## src/rtl/core/ugnb_pkg.sv

```systemverilog
`default_nettype none
package ugnb_pkg;

  localparam int MAX_GRID_LENGTH = 32;
  localparam int SLOTS_PER_CELL  = 4;
  localparam int MAX_PARTICLES   = 4096;

  localparam int COORD_W   = 6;
  localparam int PID_W     = 12;
  localparam int SLOT_W    = 13;
  localparam int NUM_W     = 5;
  localparam int CNT_W     = 3;
  localparam int ROW_W     = SLOTS_PER_CELL * PID_W;
  localparam int LAST_NBR  = 26;

  localparam logic [SLOT_W-1:0] EMPTY_SLOT = '1;

  localparam logic [1:0] KIND_CLEAR  = 2'd0;
  localparam logic [1:0] KIND_INSERT = 2'd1;
  localparam logic [1:0] KIND_QUERY  = 2'd2;

  typedef enum logic [1:0] {
    OP_CLEAR,
    OP_INSERT,
    OP_REJECT,
    OP_QUERY
  } op_t;

  typedef struct packed {
    op_t               op;
    logic [COORD_W-1:0] x;
    logic [COORD_W-1:0] y;
    logic [COORD_W-1:0] z;
    logic [PID_W-1:0]   pid;
  } cmd_t;

  typedef struct packed {
    logic [SLOTS_PER_CELL-1:0][SLOT_W-1:0] slots;
    logic [NUM_W-1:0]                      number;
    logic                                  overflowed;
    logic                                  accepted;
  } res_t;

  typedef enum logic [3:0] {
    S_INIT,
    S_IDLE,
    S_INS_RD,
    S_INS_WR,
    S_REJ,
    S_CLEAR,
    S_CLR_DONE,
    S_Q_FIRST,
    S_QUERY
  } state_t;

endpackage
`default_nettype wire

```

## src/rtl/core/ugnb_cmd_queue.sv

```systemverilog
`default_nettype none
module ugnb_cmd_queue (
  input  wire logic           clk,
  input  wire logic           rst,
  input  wire logic           push,
  input  wire ugnb_pkg::cmd_t push_cmd,
  output logic                full,
  output logic                pop_valid,
  input  wire logic           pop,
  output ugnb_pkg::cmd_t      pop_cmd
);

  ugnb_pkg::cmd_t entry [2];
  logic           wr_ptr;
  logic           rd_ptr;
  logic [1:0]     fill;

  always_ff @(posedge clk) begin
    if (rst) begin
      wr_ptr <= 1'b0;
      rd_ptr <= 1'b0;
      fill   <= 2'd0;
    end else begin
      if (push) begin
        wr_ptr <= !wr_ptr;
      end
      if (pop) begin
        rd_ptr <= !rd_ptr;
      end
      fill <= fill + {1'b0, push} - {1'b0, pop};
    end
  end

  always_ff @(posedge clk) begin
    if (push) begin
      entry[wr_ptr] <= push_cmd;
    end
  end

  assign full      = fill == 2'd2;
  assign pop_valid = fill != 2'd0;
  assign pop_cmd   = entry[rd_ptr];

endmodule
`default_nettype wire

```

## config.mk

```make
export PLATFORM = sky130hd
export DESIGN_NAME = ugnb_cmd_queue
export DESIGN_NICKNAME = d
export VERILOG_FILES = /design/src/rtl/core/ugnb_pkg.sv /design/src/rtl/core/ugnb_cmd_queue.sv
export SDC_FILE = /design/constraint.sdc
export NUM_CORES = 1
export LEC_CHECK = 0
export ABC_AREA = 1
export BUFFER_PORTS_ARGS = -buffer_cell sky130_fd_sc_hd__buf_2
export CORE_ASPECT_RATIO = 1.2
export CORE_MARGIN = 2
export CORE_UTILIZATION = 47
export CTS_CLUSTER_DIAMETER = 60
export CTS_CLUSTER_SIZE = 28
export DETAILED_ROUTE_END_ITERATION = 7
export GPL_TIMING_DRIVEN = 0
export HOLD_SLACK_MARGIN = 0.05
export PLACE_DENSITY = 0.75
export SLEW_MARGIN = 5
export SYNTH_ARGS = -nofsm -noshare
export SYNTH_HDL_FRONTEND = slang
export SYNTH_SLANG_ARGS = --single-unit
```

## constraint.sdc

```tcl
create_clock -name clk -period 2.25 [get_ports clk]
set_input_delay 0.1125 -clock clk [delete_from_list [all_inputs] [get_ports clk]]
set_output_delay 0.1125 -clock clk [all_outputs]
set_load 0.03 [all_outputs]
```

# Yosys cells after proc, flatten, opt, wreduce, memory -nomap -nowiden
# Memory sizes are Yosys's and may differ from the RTL's. A register that Yosys moved wholly into a read port is not among the register bits.
# Cells that the tools add are included.
# word_totals
in_bits,36
reg_bits,4
out_inout_bits,34
mem_count,1
ramBits,64
# op_classes
n_eq_ne,1
n_reduce_logical,3
n_addsub,2
muxes,4
# mem_list
name,depth,word_bits,rd,rd_clocked_by_memory_dff,wr,line_no,source
entry,2,32,1,1,1,ugnb_cmd_queue.sv:13,ugnb_pkg::cmd_t entry [2];
# ops
op,count
1-bit two-way mux,4
2-bit by 1-bit adder with 2-bit output,1
"2-bit equality test, second input constant",1
1-bit zero test,2
2-bit nonzero test,1
2-bit by 1-bit subtractor with 2-bit output,1

# Longest topological paths before layout
# logic_depth
ltp_word,3
mapped_depth,7

# Least setup slack after synthesis
# Ideal clock, no wire load.
# synth_timing
kind,flip-flop to flip-flop
start,register wr_ptr
end,memory entry[0][0] (netlist bit) (enable)
arrival_ps,1677
path_slack_ps,152
synth_period_minus_slack_ps,2098
path_stages_with_launch,2
path_cell_list,dfxtp_1 nor2_1
# synth_rtl
item,line_no,source
"start, declared",ugnb_cmd_queue.sv:14,logic wr_ptr;
"start signal, assigned",ugnb_cmd_queue.sv:25,wr_ptr <= !wr_ptr;
"end, declared",ugnb_cmd_queue.sv:13,
# Straight into the memory's write port.

# Final worst setup path
# layout_timing
start,register wr_ptr
end,memory entry[1][1] (netlist bit) (enable)
# Straight into the memory's write port.

==> results.toml <==
[global_route]
track_usage_pct = 14.2
grt-ovfl-total = 0
antenna_found_initial = 0
grt_max_degree = 34
grt_pass1_vias = 1504
grt_pass1_wl_um = 6580

[worst_setup_path]
cp-end-kind = "flop"
cp-start-kind = "flop"
worstPathRequired_ps = 1950
crit_path_max_fanout = 33
r2r-start = "wr_ptr"
critical_path_class = "reg -> reg"
cp-startpoint = "wr_ptr"
crit_arrival_ps = 1660

[synth]
synth.top_cells.by_area = "edfxtp_1, mux2_4, dfxtp_1"
netlist_area_sq_um = 2690
yosysTopAreaCell = "edfxtp_1"
yosysWarnings = 0
ys_ff_latch = 69
synthDistinctLibCells = 14
synthesis.nets = 169
syn_area_per_cell_sq_um = 20.5
syn_inst = 131
synth_top_area_share_pct = 71.4
ys_seq_area_share_pct = 75.2

[sta]
tightest_slew_ps = 1180
rsz0062_at_grt = "false"
min_period_ps = 1960
setup_viol_count_final = 0
max_slew_margin_pct = 20.8
drv_slew = 0
setup_ws_ps = 293
finalHoldViolCount = 0
tns_ps = 0
finClkSkew_ps = 5.68
finalCritPeriodShare_pct = 87.0
hold-worst-slack_ps = 78.9
clock.fmax_mhz = 511

[power_and_ir_drop]
powerDensity_nw_per_um2 = 790
seqPwrFrac_pct = 52.1
combinationalPowerShare_pct = 18.2
p_sw_mw = 0.702
swShare_pct = 24.3
p_int_mw = 2.18
p_clk_share_pct = 29.7
p_leak_nw = 1.50
ir_drop_uv = 632

[drt]
ant_nets = 0
dr_wl_met3_um = 156
wl_um = 4340
dr_wl_met2_um = 2410
vias = 1454
first_pass_iters = 4
avgViaCountPerCell = 4.63
drcViolationCount = 0
drtIter0Drc = 65
m1WireLength_um = 1720
wl_per_cell_um = 13.8
routed.top_layer = "met4"

[layout]
diodes = 0
seq_area_sq_um = 2020
multi_input_area_sq_um = 574
fill_cells = 393
drive_gt1_share_pct = 48.0
area_growth_pct = 35.8
nets = 283

[status]
outcome = "finished, final reports clean"

[min_path]
hp-start = "pop"
hp-class = "in -> reg"

[cts]
clkSlewWorstSetupHoldPaths_ps = 60
ctsResizeCount = 0
cts_tree = "built"
h-tree-depth = 3
clock-root-buffer = "clkbuf_8"
cts_buffers = 9
clock_latency_ps = 320
clk_path_buf_depth = 2
numClockSinks = 69

[die]
coreArea_sq_um = 5590
num_io_pins = 70
initial_utilization_pct = 48.1
die_h_um = 86.9
rows = 30
fp.dieW_um = 73.1
dieArea_sq_um = 6350

[place]
port_buffers = 69
gp_congestion = 0.660
dpl.hpwl_um = 2800
dp_worst_setup_slack_ps = 367

[run]
drv_cap = 0
stage by stage:
| step | std cells | utilization (%) | cell area (sq um) | power, mW |
|---|---|---|---|---|
| finish | 314 | 65.3 | 3650 | 2.89 |
| global route | 314 | 65.3 | 3650 | 3.01 |
| CTS | 314 | 65.3 | 3650 | 2.93 |
| detailed placement | 265 | 56.3 | 3150 | 2.02 |
| global placement | 264 | 55.7 | 3120 | 2.00 |
| floorplan | 131 | - | 2690 | 1.88 |
worst paths after layout:
check	slack, ps	cells after the start	to
max	290	2	entry[1][1]
min	80	3	rd_ptr
max reg2reg	290	2	entry[1][1]
min reg2reg	530	2	rd_ptr
synth_stat cells:
cell and n:
edfxtp_1 64, mux2_4 30, inv_1 8, nor2_1 7
dfxtp_1 5, nand2_1 5, buf_12 3, ha_1 2
mux2_2 2, a21oi_1 1, buf_6 1, nand3_1 1
nor3_1 1, xnor2_1 1
state kept, by name, summed over array words and instances (netlist names), named ones only:
| register | count |
|---|---|
| wr_ptr | 1 |
| rd_ptr | 1 |
| entry | 64 |
| fill | 2 |
critical path, cell delays in order (launching register included):
cell and delay [ps]:
dfxtp_1 350, nand2_1 80, clkinv_1 900
per-layer routing:
metal	vias up	GRT usage [%]
met3	6	3.36
met4	0	8.08
li1	719	-
met1	693	14.8
met2	36	25.6
met5	-	0
final cells by class:
class,instances,share of cell area [%]
multi-input cells,50,15.7
clock buffers,14,4.45
repair buffers,103,19.2
flip-flops and latches,69,55.3
inverters,8,0.822
clock inverters,2,0.274
well taps,64,2.19
plain buffers,4,1.95
logic make-up (layout without fill, tap and decap cells):
group	after synthesis	in the layout	share of synthesized area, %
buffers and inverters	12	131	3.77
xor gates and xnor gates	1	1	0.326
adders and majority gates	2	2	0.930
AOI/OAI and AO/OA	1	1	0.186
and+or+nand+nor	14	14	2.05
muxes	32	32	17.6
DFF	69	69	75.2
cell usage in the layout (no fill, tap or decap):
cell / n
a21oi_1: 1
buf_12: 3
buf_16: 1
buf_2: 69
buf_6: 1
clkbuf_1: 3
clkbuf_8: 11
clkinv_1: 1
clkinv_2: 2
dfxtp_1: 5
dlygate4sd3_1: 33
edfxtp_1: 64
ha_1: 2
inv_1: 7
mux2_2: 2
mux2_4: 30
nand2_1: 5
nand3_1: 1
nor2_1: 6
nor2_4: 1
nor3_1: 1
xnor2_1: 1
power groups by stage:
stage,Clock (mW),Combinational (mW),Sequential [mW]
floorplan,0,0.353,1.53
global placement,0,0.469,1.53
detailed placement,0,0.486,1.53
CTS,0.890,0.531,1.50
global route,0.944,0.558,1.51
finish,0.857,0.525,1.50
repair_timing:
item | CTS | global route
buffers inserted | 0 | 0
endpoints found under the hold margin | 68 | 0
setup endpoints to repair | 0 | 0
hold buffers | 33 | 0
(Power assumes the default switching activity.)
