--- src/rtl/core/ugnb_pkg.sv ---
`default_nettype none
package ugnb_pkg;

  localparam int MAX_GRID_LENGTH = 32;
  localparam int SLOTS_PER_CELL  = 4;
  localparam int MAX_PARTICLES   = 4096;

  localparam int COORD_W   = 6;
  localparam int PID_W     = 12;
  localparam int SLOT_W    = 13;
  localparam int NUM_W     = 5;
  localparam int CNT_W     = 3;
  localparam int ROW_W     = SLOTS_PER_CELL * PID_W;
  localparam int LAST_NBR  = 26;

  localparam logic [SLOT_W-1:0] EMPTY_SLOT = '1;

  localparam logic [1:0] KIND_CLEAR  = 2'd0;
  localparam logic [1:0] KIND_INSERT = 2'd1;
  localparam logic [1:0] KIND_QUERY  = 2'd2;

  typedef enum logic [1:0] {
    OP_CLEAR,
    OP_INSERT,
    OP_REJECT,
    OP_QUERY
  } op_t;

  typedef struct packed {
    op_t               op;
    logic [COORD_W-1:0] x;
    logic [COORD_W-1:0] y;
    logic [COORD_W-1:0] z;
    logic [PID_W-1:0]   pid;
  } cmd_t;

  typedef struct packed {
    logic [SLOTS_PER_CELL-1:0][SLOT_W-1:0] slots;
    logic [NUM_W-1:0]                      number;
    logic                                  overflowed;
    logic                                  accepted;
  } res_t;

  typedef enum logic [3:0] {
    S_INIT,
    S_IDLE,
    S_INS_RD,
    S_INS_WR,
    S_REJ,
    S_CLEAR,
    S_CLR_DONE,
    S_Q_FIRST,
    S_QUERY
  } state_t;

endpackage
`default_nettype wire

--- src/rtl/core/ugnb_front.sv ---
`default_nettype none
module ugnb_front #(
  parameter int MAX_GRID_LENGTH = ugnb_pkg::MAX_GRID_LENGTH
) (
  input  wire logic        in_valid,
  output logic             in_ready,
  input  wire logic [1:0]  kind,
  input  wire logic [6:0]  cell_x,
  input  wire logic [6:0]  cell_y,
  input  wire logic [6:0]  cell_z,
  input  wire logic [11:0] particle_id,
  input  wire logic [5:0]  grid_length,
  input  wire logic        q_full,
  output logic             q_push,
  output ugnb_pkg::cmd_t   q_cmd
);

  logic [6:0] len;
  logic [6:0] hi;
  logic       outside;
  logic       pid_bad;

  function automatic logic [5:0] clamp_in(input logic [6:0] v, input logic [6:0] h);
    logic [5:0] r;
    if (v[6] || v == 7'd0) begin
      r = 6'd1;
    end else if (v > h) begin
      r = h[5:0];
    end else begin
      r = v[5:0];
    end
    return r;
  endfunction

  always_comb begin
    if (grid_length < 6'd3) begin
      len = 7'd3;
    end else if ({1'b0, grid_length} > 7'(MAX_GRID_LENGTH)) begin
      len = 7'(MAX_GRID_LENGTH);
    end else begin
      len = {1'b0, grid_length};
    end
    hi = len - 7'd2;
    outside = cell_x[6] || cell_y[6] || cell_z[6] ||
              cell_x >= len || cell_y >= len || cell_z >= len;
    pid_bad = {1'b0, particle_id} >= 13'(ugnb_pkg::MAX_PARTICLES);

    q_cmd.pid = particle_id;
    q_cmd.x   = cell_x[5:0];
    q_cmd.y   = cell_y[5:0];
    q_cmd.z   = cell_z[5:0];
    q_cmd.op  = ugnb_pkg::OP_CLEAR;
    case (kind)
      ugnb_pkg::KIND_CLEAR: q_cmd.op = ugnb_pkg::OP_CLEAR;
      ugnb_pkg::KIND_INSERT: begin
        q_cmd.op = (outside || pid_bad) ? ugnb_pkg::OP_REJECT : ugnb_pkg::OP_INSERT;
      end
      ugnb_pkg::KIND_QUERY: begin
        q_cmd.op = ugnb_pkg::OP_QUERY;
        q_cmd.x  = clamp_in(cell_x, hi);
        q_cmd.y  = clamp_in(cell_y, hi);
        q_cmd.z  = clamp_in(cell_z, hi);
      end
      default: q_cmd.op = ugnb_pkg::OP_CLEAR;
    endcase
  end

  // unused kind is taken and dropped
  assign in_ready = !q_full;
  assign q_push   = in_valid && !q_full && kind <= ugnb_pkg::KIND_QUERY;

endmodule
`default_nettype wire

--- config.mk ---
export PLATFORM = sky130hd
export DESIGN_NAME = ugnb_front
export DESIGN_NICKNAME = d
export VERILOG_FILES = /design/src/rtl/core/ugnb_pkg.sv /design/src/rtl/core/ugnb_front.sv
export SDC_FILE = /design/constraint.sdc
export NUM_CORES = 1
export LEC_CHECK = 0
export ABC_CLOCK_PERIOD_IN_PS = 3100
export BUFFER_PORTS_ARGS = -buffer_cell sky130_fd_sc_hd__clkbuf_2
export CAP_MARGIN = 20
export CORE_ASPECT_RATIO = 0.9
export CORE_MARGIN = 3
export CORE_UTILIZATION = 44
export DETAILED_ROUTE_END_ITERATION = 8
export GPL_ROUTABILITY_DRIVEN = 0
export GPL_TIMING_DRIVEN = 0
export PLACE_DENSITY = 0.94
export RECOVER_POWER = 100
export SYNTH_ARGS = -nofsm -noshare
export SYNTH_HDL_FRONTEND = slang
export SYNTH_SLANG_ARGS = --single-unit
--- constraint.sdc ---
create_clock -name vclk -period 3.1
set_input_delay 0.155 -clock vclk [all_inputs]
set_output_delay 0.155 -clock vclk [all_outputs]
set_load 0.02 [all_outputs]
# ---- Word-level counts from Yosys, hierarchy flattened
# Cells that the tools add are included.
dict set report classes {
  n_addsub 1
  mul 0
  div_mod_pow 0
  n_lt_le_gt_ge 9
  eq_ne 2
  n_shift 0
  n_mux 11
  bitwise 0
  n_reduce_logical 14
}
# cell count
set ops {}
lappend ops {{$mux W6} 7}
lappend ops {{$ge A7 B7 Y1} 3}
lappend ops {{$gt A7 B7 Y1} 3}
lappend ops {{$logic_not A7 Y1} 3}
lappend ops {{$mux W18} 1}
lappend ops {{$logic_or A1 B1 Y1} 8}
lappend ops {{$mux W7} 1}
lappend ops {{$sub A7 B2 Y7 const B} 1}
lappend ops {{$gt A6 B6 Y1 const B} 1}
lappend ops {{$lt A6 B2 Y1 const B} 1}
lappend ops {{$pmux W2 S2} 1}
lappend ops {{$eq A2 B1 Y1 const B} 1}
lappend ops {{$eq A2 B2 Y1 const B} 1}
lappend ops {{$le A2 B2 Y1 const B} 1}
lappend ops {{$logic_and A1 B1 Y1} 2}
lappend ops {{$mux W2} 1}
lappend ops {{$logic_not A1 Y1} 1}
dict set report word_totals {
  register_bits 0
  latchBits 0
  ramBits 0
  romBits 0
  in_bits 43
  elab_cells 37
  memories 0
}

# ---- Logic depth before layout (Yosys ltp)
dict set report logic_depth {
  ltp_word 9
  depth_mapped 13
  ltp_nobuf 12
}

# ---- Least setup slack after synthesis
# OpenSTA, ideal clock, no wires.
dict set report synth_timing {
  path_type {input port to output port}
  from {input port grid_length[4]}
  to {output port q_cmd[19] (netlist name)}
  t_arrival_ps 3081
  required_ps 2945
  path_slack_ps -136
  cell_stages 13
  path_buffers 1
  cell_sequence {nor3_1 -> nor2_1 -> nor2_1 -> inv_1 -> ha_1 -> or4b_1 -> and2_1 -> clkbuf_1 -> xnor2_1 -> or4_4 -> nand3_2 -> or3b_4 -> o2bb2ai_1}
}
# item line_no
set synth_lines {}
lappend synth_lines {{start, declared} ugnb_front.sv:12} ;# input wire logic [5:0] grid_length,
lappend synth_lines {{end, declared} ugnb_front.sv:15} ;# output ugnb_pkg::cmd_t q_cmd

==> results.yml <==
outcome:
  violations: "setup timing"
  status: "finished with violations"
final_layout:
  fin_util_pct: 71.0
  design.seq.count: 0
  fin_nets: 358
  drive_above_1_share_pct: 35.8
  regArea_um2: 0
  n_clock_buffer: 0
  area_delta_synth_final_pct: 52.5
  n_antenna_cell: 0
worst_setup_path:
  cp_max_fo: 6
  cp_top_family: "simple AND/OR/NAND/NOR gates"
  crit_type: "in2out"
  cpMaxStageDelayCell: "or4b_4"
  crit_chain: "clkbuf_4, inv_2, nand2_4, ha_4, or4b_4, and2_4, buf_6, xnor2_4, o41a_1, a21oi_2, nand4b_1, o22ai_1, buf_4"
  worst_setup_path_end_kind: "output port"
  worst-path-buf-inv: 4
  worstSetupStartpointType: "input port"
  crit_arrival_ns: 2.97
  required_ns: 2.94
  critPathMaxStageDelay_ns: 0.47
synth:
  synthAdderAreaFrac_pct: 31.4
  synth-simple-area-share_pct: 20.4
  yosysWarnings: 0
  synth.mux.area_fraction_pct: 2.16
  synth_top_family_by_area: "adder cells"
  yosysUniqueCellTypes: 42
  synth_cells: 201
  seq_area_frac_synth_pct: 0
  syn_area_um2: 1450
  synth_xor_area_share_pct: 4.23
  syn_avg_cell_area_um2: 7.21
  synth_compound_area_share_pct: 26.7
die:
  die_height_um: 60.5
  row_count: 19
  die_w_um: 66.5
  core_area_um2: 3110
  initial_utilization_pct: 46.6
  die-area_um2: 4020
  io_pins: 77
route:
  wl_um: 5630
  antenna_left: 0
  drc: 0
  drt-pass1-iter-count: 4
  drt-initial-drc-count: 180
  wl_per_cell_um: 17.5
  viasPerCell: 5.78
  vias: 1855
power:
  p_total_mw: 0.428
  ir_drop_uv: 74.3
  leakage_nw: 1.10
  p_per_area_nw_per_um2: 194
place:
  io_buffers: 65
  dp_hpwl_um: 3470
sta:
  fmax_mhz: 320
  setup_viol: 4
  drv_slew: 0
  fin_ws_ns: -0.0250
  final_hold_viol_count: 0
  worst_pin_slew_ns: 0.653
  max_slew_margin_pct: 56.3
  rsz0062_at_grt: "yes"
  fin_crit_sh_pct: 101
  min_period_ns: 3.12
global_route:
  antenna_found_initial: 0
  grt-ovfl-total: 0
  grt_max_degree: 11
  grt_pass1_wl_um: 6800
  grt_use_total_pct: 21.3
  grt_pass1_vias: 1550
job:
  cap_violations: 0
min_path:
  min-delay-path-class: "in2out"
[cell families after synthesis]
family                   Yosys count
buffers and inverters             45
AND/OR/NAND/NOR                   51
AO/OA/AOI/OAI                     57
XOR/XNOR                           7
other                              1
multiplexers                       3
adder cells (fa/ha/maj)           37
[placed cells by master (no fill, tap or decap), types with 6 or more instances in the layout]
cell type  Yosys  routed
o21ai_0        8       7
inv_1         31      29
nor2_1         8       6
ha_1          34      32
buf_4         12      25
nand3_1        6       6
clkbuf_1       1      17
clkbuf_2       0      36
nor4_1         6       6
o22ai_1       10      10
a21oi_1       15      13
nand2_1       10       9
[report_power, final]
group	leakage [nW]	internal (mW)	switching, mW
clock	0	0	0
sequential	0	0	0
combinational	1.10	0.189	0.239
total	1.10	0.189	0.239
[cell type report]
type               instances  area [um2]
multi-input cells        158        1460
fillers                  232         903
repair buffers            77         489
inverters                 31         119
plain buffers             13        95.1
well taps                 42        52.6
[per-stage QoR]
stage | setup TNS (ns) | cell area, um2 | instances | hold WS (ns) | setup slack (ns)
detailed placement | -11.56 | 1870 | 310 | 0.535 | -0.874
floorplan | 0 | 1490 | 203 | 0.387 | 0.0252
global route | -0.939 | 2210 | 321 | 0.582 | -0.111
CTS | 0 | 2010 | 314 | 0.535 | 0.00303
global placement | -10.53 | 1870 | 310 | 0.535 | -0.809
finish | -0.0890 | 2210 | 321 | 0.570 | -0.0250
[what timing repair did]
item                                   4_1_cts  5_1_grt
hold buffers                                 0        0
setup endpoints to repair                   18       16
setup buffers                                5        7
pin swaps                                    3       15
resized for setup                           26       41
cloned                                       0        0
endpoints found under the hold margin        0        0
[synth_stat cells (all sizes together)]
cell,instances,area share (%)
maj3,3,2.1
nand3,7,2.8
a21oi,16,6.3
nor2,8,2.1
a31oi,1,0.43
or3,1,0.78
nand2b,1,0.43
nand3b,2,1.0
o41ai,1,0.60
o22ai,10,4.3
xnor2,6,3.6
o22a,2,1.2
or4,3,1.8
clkbuf,1,0.26
nand4b,2,1.2
nor3b,1,0.52
or4b,1,0.69
a21o,3,1.6
a21boi,2,1.0
ha,34,29
and3,4,1.7
o21ai,8,2.8
and2,1,0.43
o31a,2,1.2
inv,31,8.0
nand2,10,2.6
nor3,3,1.0
xor2,1,0.60
a2bb2oi,1,0.60
o2bb2ai,5,3.0
or3b,1,0.78
conb,1,0.26
mux2i,2,1.4
buf,13,6.6
nor4,6,2.6
mux2,1,0.78
o41a,2,1.6
o21a,4,2.1
[layer usage]
layer / share of wire [%] / vias up / track usage (%)
met1: 37 / 837 / 27.4
met3: 9.3 / 26 / 2.41
met2: 49 / 113 / 38.8
li1: - / 879 / -
met4: 4.2 / 0 / 3.77
met5: 0 / - / 0
[worst paths after layout]
check	from	to	slack, ns	depth (start not counted)
max	grid_length[5]	q_cmd[28]	-0.02	13
min	particle_id[9]	q_cmd[9]	0.57	2
No activity file was read; power rests on OpenSTA's default activity.
